<file path="config.mk">
export PLATFORM = sky130hd
export DESIGN_NAME = ras_control
export DESIGN_NICKNAME = d
export VERILOG_FILES = /design/src/design/ras_pkg.sv /design/src/design/ras_control.sv
export VERILOG_INCLUDE_DIRS = /design/src /design/src/design
export SDC_FILE = /design/constraint.sdc
export NUM_CORES = 1
export LEC_CHECK = 0
export BUFFER_PORTS_ARGS = -buffer_cell sky130_fd_sc_hd__buf_2
export CORE_MARGIN = 10
export CORE_UTILIZATION = 33
export CTS_CLUSTER_DIAMETER = 100
export CTS_CLUSTER_SIZE = 12
export DETAILED_ROUTE_END_ITERATION = 8
export GPL_ROUTABILITY_DRIVEN = 0
export GPL_TIMING_DRIVEN = 0
export HOLD_SLACK_MARGIN = 0.02
export PLACE_DENSITY = 0.69
export RECOVER_POWER = 50
export SETUP_SLACK_MARGIN = 0.4
export SLEW_MARGIN = 20
export SYNTH_ARGS = -nofsm -noshare
export SYNTH_HDL_FRONTEND = slang
export SYNTH_SLANG_ARGS = --single-unit
</file>
<file path="constraint.sdc">
create_clock -name clock -period 3.2 [get_ports clock]
set_input_delay 0.16 -clock clock [delete_from_list [all_inputs] [get_ports clock]]
set_output_delay 0.16 -clock clock [all_outputs]
set_load 0.02 [all_outputs]
</file>
<file path="src/design/rational_add_sub_normalize_core_defines.svh">
// Assertion macros shared by the rational add/subtract core.
// Define NO_ASSERTIONS to compile the design without checks.
`ifndef RATIONAL_ADD_SUB_NORMALIZE_CORE_DEFINES_SVH
`define RATIONAL_ADD_SUB_NORMALIZE_CORE_DEFINES_SVH
`ifndef NO_ASSERTIONS
`define RAS_ASSERT(lbl, clk, rst, prop, msg) \
   lbl: assert property (@(posedge clk) disable iff (rst) prop) else $error(msg);
`define RAS_ASSERT_NR(lbl, clk, prop, msg) \
   lbl: assert property (@(posedge clk) prop) else $error(msg);
`else
`define RAS_ASSERT(lbl, clk, rst, prop, msg)
`define RAS_ASSERT_NR(lbl, clk, prop, msg)
`endif
`endif

</file>
<file path="src/design/ras_pkg.sv">
// Shared types and constants of the rational add/subtract core.
// No dependencies.
`default_nettype none
package ras_pkg;
   localparam int NUM_W = 32;
   localparam int DEN_W = 31;
   localparam int WIDE_W = 64;
   localparam int CNT_W = 7;

   localparam logic CMD_ADD = 1'b0;
   localparam logic CMD_SUB = 1'b1;

   typedef struct packed {
      logic load;
      logic mul;
      logic combine;
      logic gcd_init;
      logic gcd_step;
      logic div_init;
      logic div_step;
      logic finish;
   } ctrl_type;

   typedef struct packed {
      logic den_zero;
      logic num_zero;
      logic gcd_done;
      logic div_done;
   } stat_type;
endpackage
`default_nettype wire

</file>
<file path="src/design/ras_control.sv">
// Sequencer of the rational add/subtract core: handshake and step control.
// Depends on ras_pkg.
`default_nettype none
module ras_control (
   input  wire logic              clock,
   input  wire logic              reset,
   input  wire logic              req_valid,
   output logic                   req_stall,
   output logic                   rsp_valid,
   input  wire logic              rsp_stall,
   output ras_pkg::ctrl_type      ctrl,
   input  wire ras_pkg::stat_type stat
);
   import ras_pkg::*;
   `include "rational_add_sub_normalize_core_defines.svh"

   typedef enum logic [7:0] {
      S_IDLE = 8'b0000_0001,
      S_MUL  = 8'b0000_0010,
      S_COMB = 8'b0000_0100,
      S_GCD  = 8'b0000_1000,
      S_DIVI = 8'b0001_0000,
      S_DIV  = 8'b0010_0000,
      S_LAST = 8'b0100_0000,
      S_OUT  = 8'b1000_0000
   } state_type;

   state_type state_ff, state_in;

   always_comb begin
      state_in = state_ff;
      ctrl = '0;
      unique case (state_ff)
         S_IDLE: begin
            ctrl.load = req_valid;
            if (req_valid) state_in = S_MUL;
         end
         S_MUL: begin
            ctrl.mul = 1'b1;
            state_in = S_COMB;
         end
         S_COMB: begin
            ctrl.combine = 1'b1;
            ctrl.gcd_init = 1'b1;
            if (stat.den_zero) state_in = S_OUT;
            else if (stat.num_zero) state_in = S_OUT;
            else state_in = S_GCD;
         end
         S_GCD: begin
            if (stat.gcd_done) begin
               state_in = S_DIVI;
            end else begin
               ctrl.gcd_step = 1'b1;
            end
         end
         S_DIVI: begin
            ctrl.div_init = 1'b1;
            state_in = S_DIV;
         end
         S_DIV: begin
            ctrl.div_step = 1'b1;
            if (stat.div_done) state_in = S_OUT;
         end
         S_LAST: begin
            state_in = S_OUT;
         end
         S_OUT: begin
            ctrl.finish = 1'b1;
            if (!rsp_stall) state_in = S_IDLE;
         end
         default: state_in = S_IDLE;
      endcase
   end

   always_ff @(posedge clock) begin
      if (reset) state_ff <= S_IDLE;
      else state_ff <= state_in;
   end

   assign req_stall = (state_ff != S_IDLE);
   assign rsp_valid = (state_ff == S_OUT);

   `RAS_ASSERT(a_no_both, clock, reset, !(rsp_valid && !req_stall),
      "input taken while result pending")
   `RAS_ASSERT(a_hold, clock, reset, (rsp_valid && rsp_stall) |=> rsp_valid,
      "result dropped under stall")
   `RAS_ASSERT(a_start, clock, reset, (req_valid && !req_stall) |=> (state_ff == S_MUL),
      "accepted item did not start")
endmodule
`default_nettype wire

</file>
==> results.toml <==
[run_status]
outcome = "finished clean"

[setup_path]
crit_path_end_kind = "output port"
crit_start = "state_ff[7]$_SDFFE_PP0P_"
worst-r2r-cell-count = 4
critPathRequiredTime_ps = 3040
worst_r2r_endpoint = "state_ff[7]$_SDFFE_PP0P_"
critPathCapture = "ctrl[5]"
worst_path_dominant_cell_family = "simple AND/OR/NAND/NOR gates"
worstSetupPathType = "reg -> out"
path_depth = 4
cp.arrival_ps = 2090
max_stage_delay_ps = 570
critical_path_cell_by_cell = "or4_1 -> nor4b_1 -> buf_4 -> buf_2"
worst-path-max-fanout = 9
critical_path.slowest_cell = "or4_1"
critPathLaunchType = "flop"
r2r_slack_ps = 1270
path_buf_inv = 2
worst_r2r_startpoint = "state_ff[7]$_SDFFE_PP0P_"

[synthesis]
predominant_post_synthesis_flop_cell = "dfxtp_1"
synth_top_area_frac = 0.2828
netlist-cell-type-count = 31
postSynthCellCount = 57
synth_most_common_cell = "dfxtp_1"
synthTopCellsByArea = "dfxtp_1, nor4b_1, a211oi_1"
synth_fp_nets = 65
synth_sequential_area_ratio = 0.2828
synth_edf_count = 0
synth-warning-count = 0
post_synth_most_frequent_cells = "dfxtp_1, nor2_1, inv_1, nor4b_1"
ys_seq_elements = 7
synth_area_leader_cell = "dfxtp_1"
syn-cell-area_um2 = 495.5
fraction_of_registers_with_async_set_or_reset_after_synthesis = 0
syn_avg_cell_area_um2 = 8.693

[cells_and_area]
max_ffs_per_register = 7
multi_input_area_um2 = 304.0
final_layout_size_suffix_gt1_frac = 0.3333
layout.filler_cells = 147
layout.cell_area.non_filler_um2 = 609.3
area_growth_from_synthesis_to_layout_pct = 22.98
top_register = "state_ff"
diodes = 0
layout_top_registers = "state_ff: 7 flops"
nets = 87
sequential_cell_area_um2 = 140.1

[grt]
global_router_s_overall_resource_usage = 0.07253
global_route_wire_length_before_repair_mm = 2.035
number_of_global_route_vias_before_repair = 480
antenna_found_initial = 0
globalRouteOverflowTotal = 0
grt_start_max_net_pins = 11

[job]
drv.max_cap_violation_count = 0

[detailed_routing]
post-route-drc-count = 0
drt_pass1_iterations = 4
detail-route-antenna-nets = 0
num_vias = 518
routed_via_density = 5.570
wl_mm = 1.251
initialDrtViolationCount = 12
wire_per_inst_um = 13.45

[clock_tree]
clock_sink_count = 7
cts_hold_buf = 0
root_buffer = "clkbuf_4"
cts-resized-gates = 0
post-cts-setup-buffers = 0
cts_clock_pin_slew_for_the_worst_setup_and_hold_paths_ps = 50
clk_latency_ps = 240
htree_levels = 1
cts_tree = "yes"
num_cts_buffers = 3
clock_tree.buffer_depth = 2

[power_and_ir_drop]
power_density_nw_per_um2 = 695.8
total_leakage_power_uw = 0.0002834
vdd_ir_drop_max_mv = 0.4306
design_power_total_uw = 423.9

[timing]
worst_pin_slew_ps = 624.5
final.hold.worst_slack_ps = 131.9
max_freq_ghz = 0.4443
finalCriticalPeriod_ps = 2251
setup_viol_count_final = 0
timing.max_slew.rel_slack = 0.5778
timing.final.ws_setup_ps = 949.1
finalHoldViolCount = 0
rsz_0062_raised_after_global_routing = "no"
timing.clock.skew_ps = 5.712
setup_tns_ps = 0
maxSlewViolCount = 0
post-route-period-util = 0.7034

[floorplanning]
std_cell_rows = 13
core_area_um2 = 1350
die_height_um = 58.75
io_pins = 18
floorplan.die.width_um = 58.75
die_area_um2 = 3452
floorplan.initialDensity = 0.3670

[placement]
numPortBuffers = 17
dpl-instance-area_um2 = 599.3
place_ws_ps = 1329
dp_hpwl_mm = 1.035

[hold_path]
min-delay-path-class = "in -> reg"
## stage by stage
step	utilization	cells
floorplan	-	57
global placement	0.4439	89
detailed placement	0.4439	89
CTS	0.4634	93
global route	0.4513	93
finish	0.4513	93
## worst register-to-register path: stages, from the launching register on
cell	delay, ps
dfxtp_1	370
or4_1	570
nor4b_1	550
nor2b_1	240
o311a_1	150
## metal layers
layer / up-vias / track usage / wire length (um)
li1: 258 / - / -
met1: 244 / 0.07349 / 471
met2: 14 / 0.1261 / 683
met3: 2 / 0.01931 / 69
met4: 0 / 0.04918 / 27
met5: - / 0 / 0
## kinds of logic (layout without fill, tap and decap cells)
family	Yosys count	after routing	share of synthesized area
flops	7	7	0.2828
simple gates	31	31	0.4419
compound gates	10	10	0.1767
buf+inv	8	29	0.08079
xor+xnor	1	1	0.01768
## worst min path at each step
stage,cells after the start,slack [ps],endpoint,from
floorplan,1,230,state_ff[3]$_SDFFE_PP0P_,reset
finish,2,130,state_ff[3]$_SDFFE_PP0P_,reset
detailed placement,2,390,state_ff[3]$_SDFFE_PP0P_,reset
CTS,2,130,state_ff[3]$_SDFFE_PP0P_,reset
global route,2,130,state_ff[3]$_SDFFE_PP0P_,reset
global placement,2,390,state_ff[3]$_SDFFE_PP0P_,reset
## power by group
group	internal [uW]	switching (uW)	total, uW
Sequential	105	30.1	135
Clock	47.4	29.3	76.7
Combinational	89.0	123	212
Total	241	183	424
## final cells by class
class                   count  area share
multi-input cells          42      0.4990
clock buffers               4     0.04312
plain buffers               4     0.03696
inverters                   4     0.02464
flip-flops and latches      7      0.2300
repair buffers             17      0.1355
well taps                  15     0.03080
## cells in the final DEF, fill, tap and decap left out, types with 2 or more instances in the layout
cell      Yosys  routed
inv_1         4       4
nand2_1       3       3
or3b_1        2       2
clkbuf_4      0       3
nor2_1        6       6
dfxtp_1       7       7
o21a_1        2       2
buf_4         2       2
clkbuf_1      0       5
nor4b_1       4       5
a211oi_1      3       3
buf_2         2      15
nor3_1        2       3
Power figures use the tool's default switching activity.
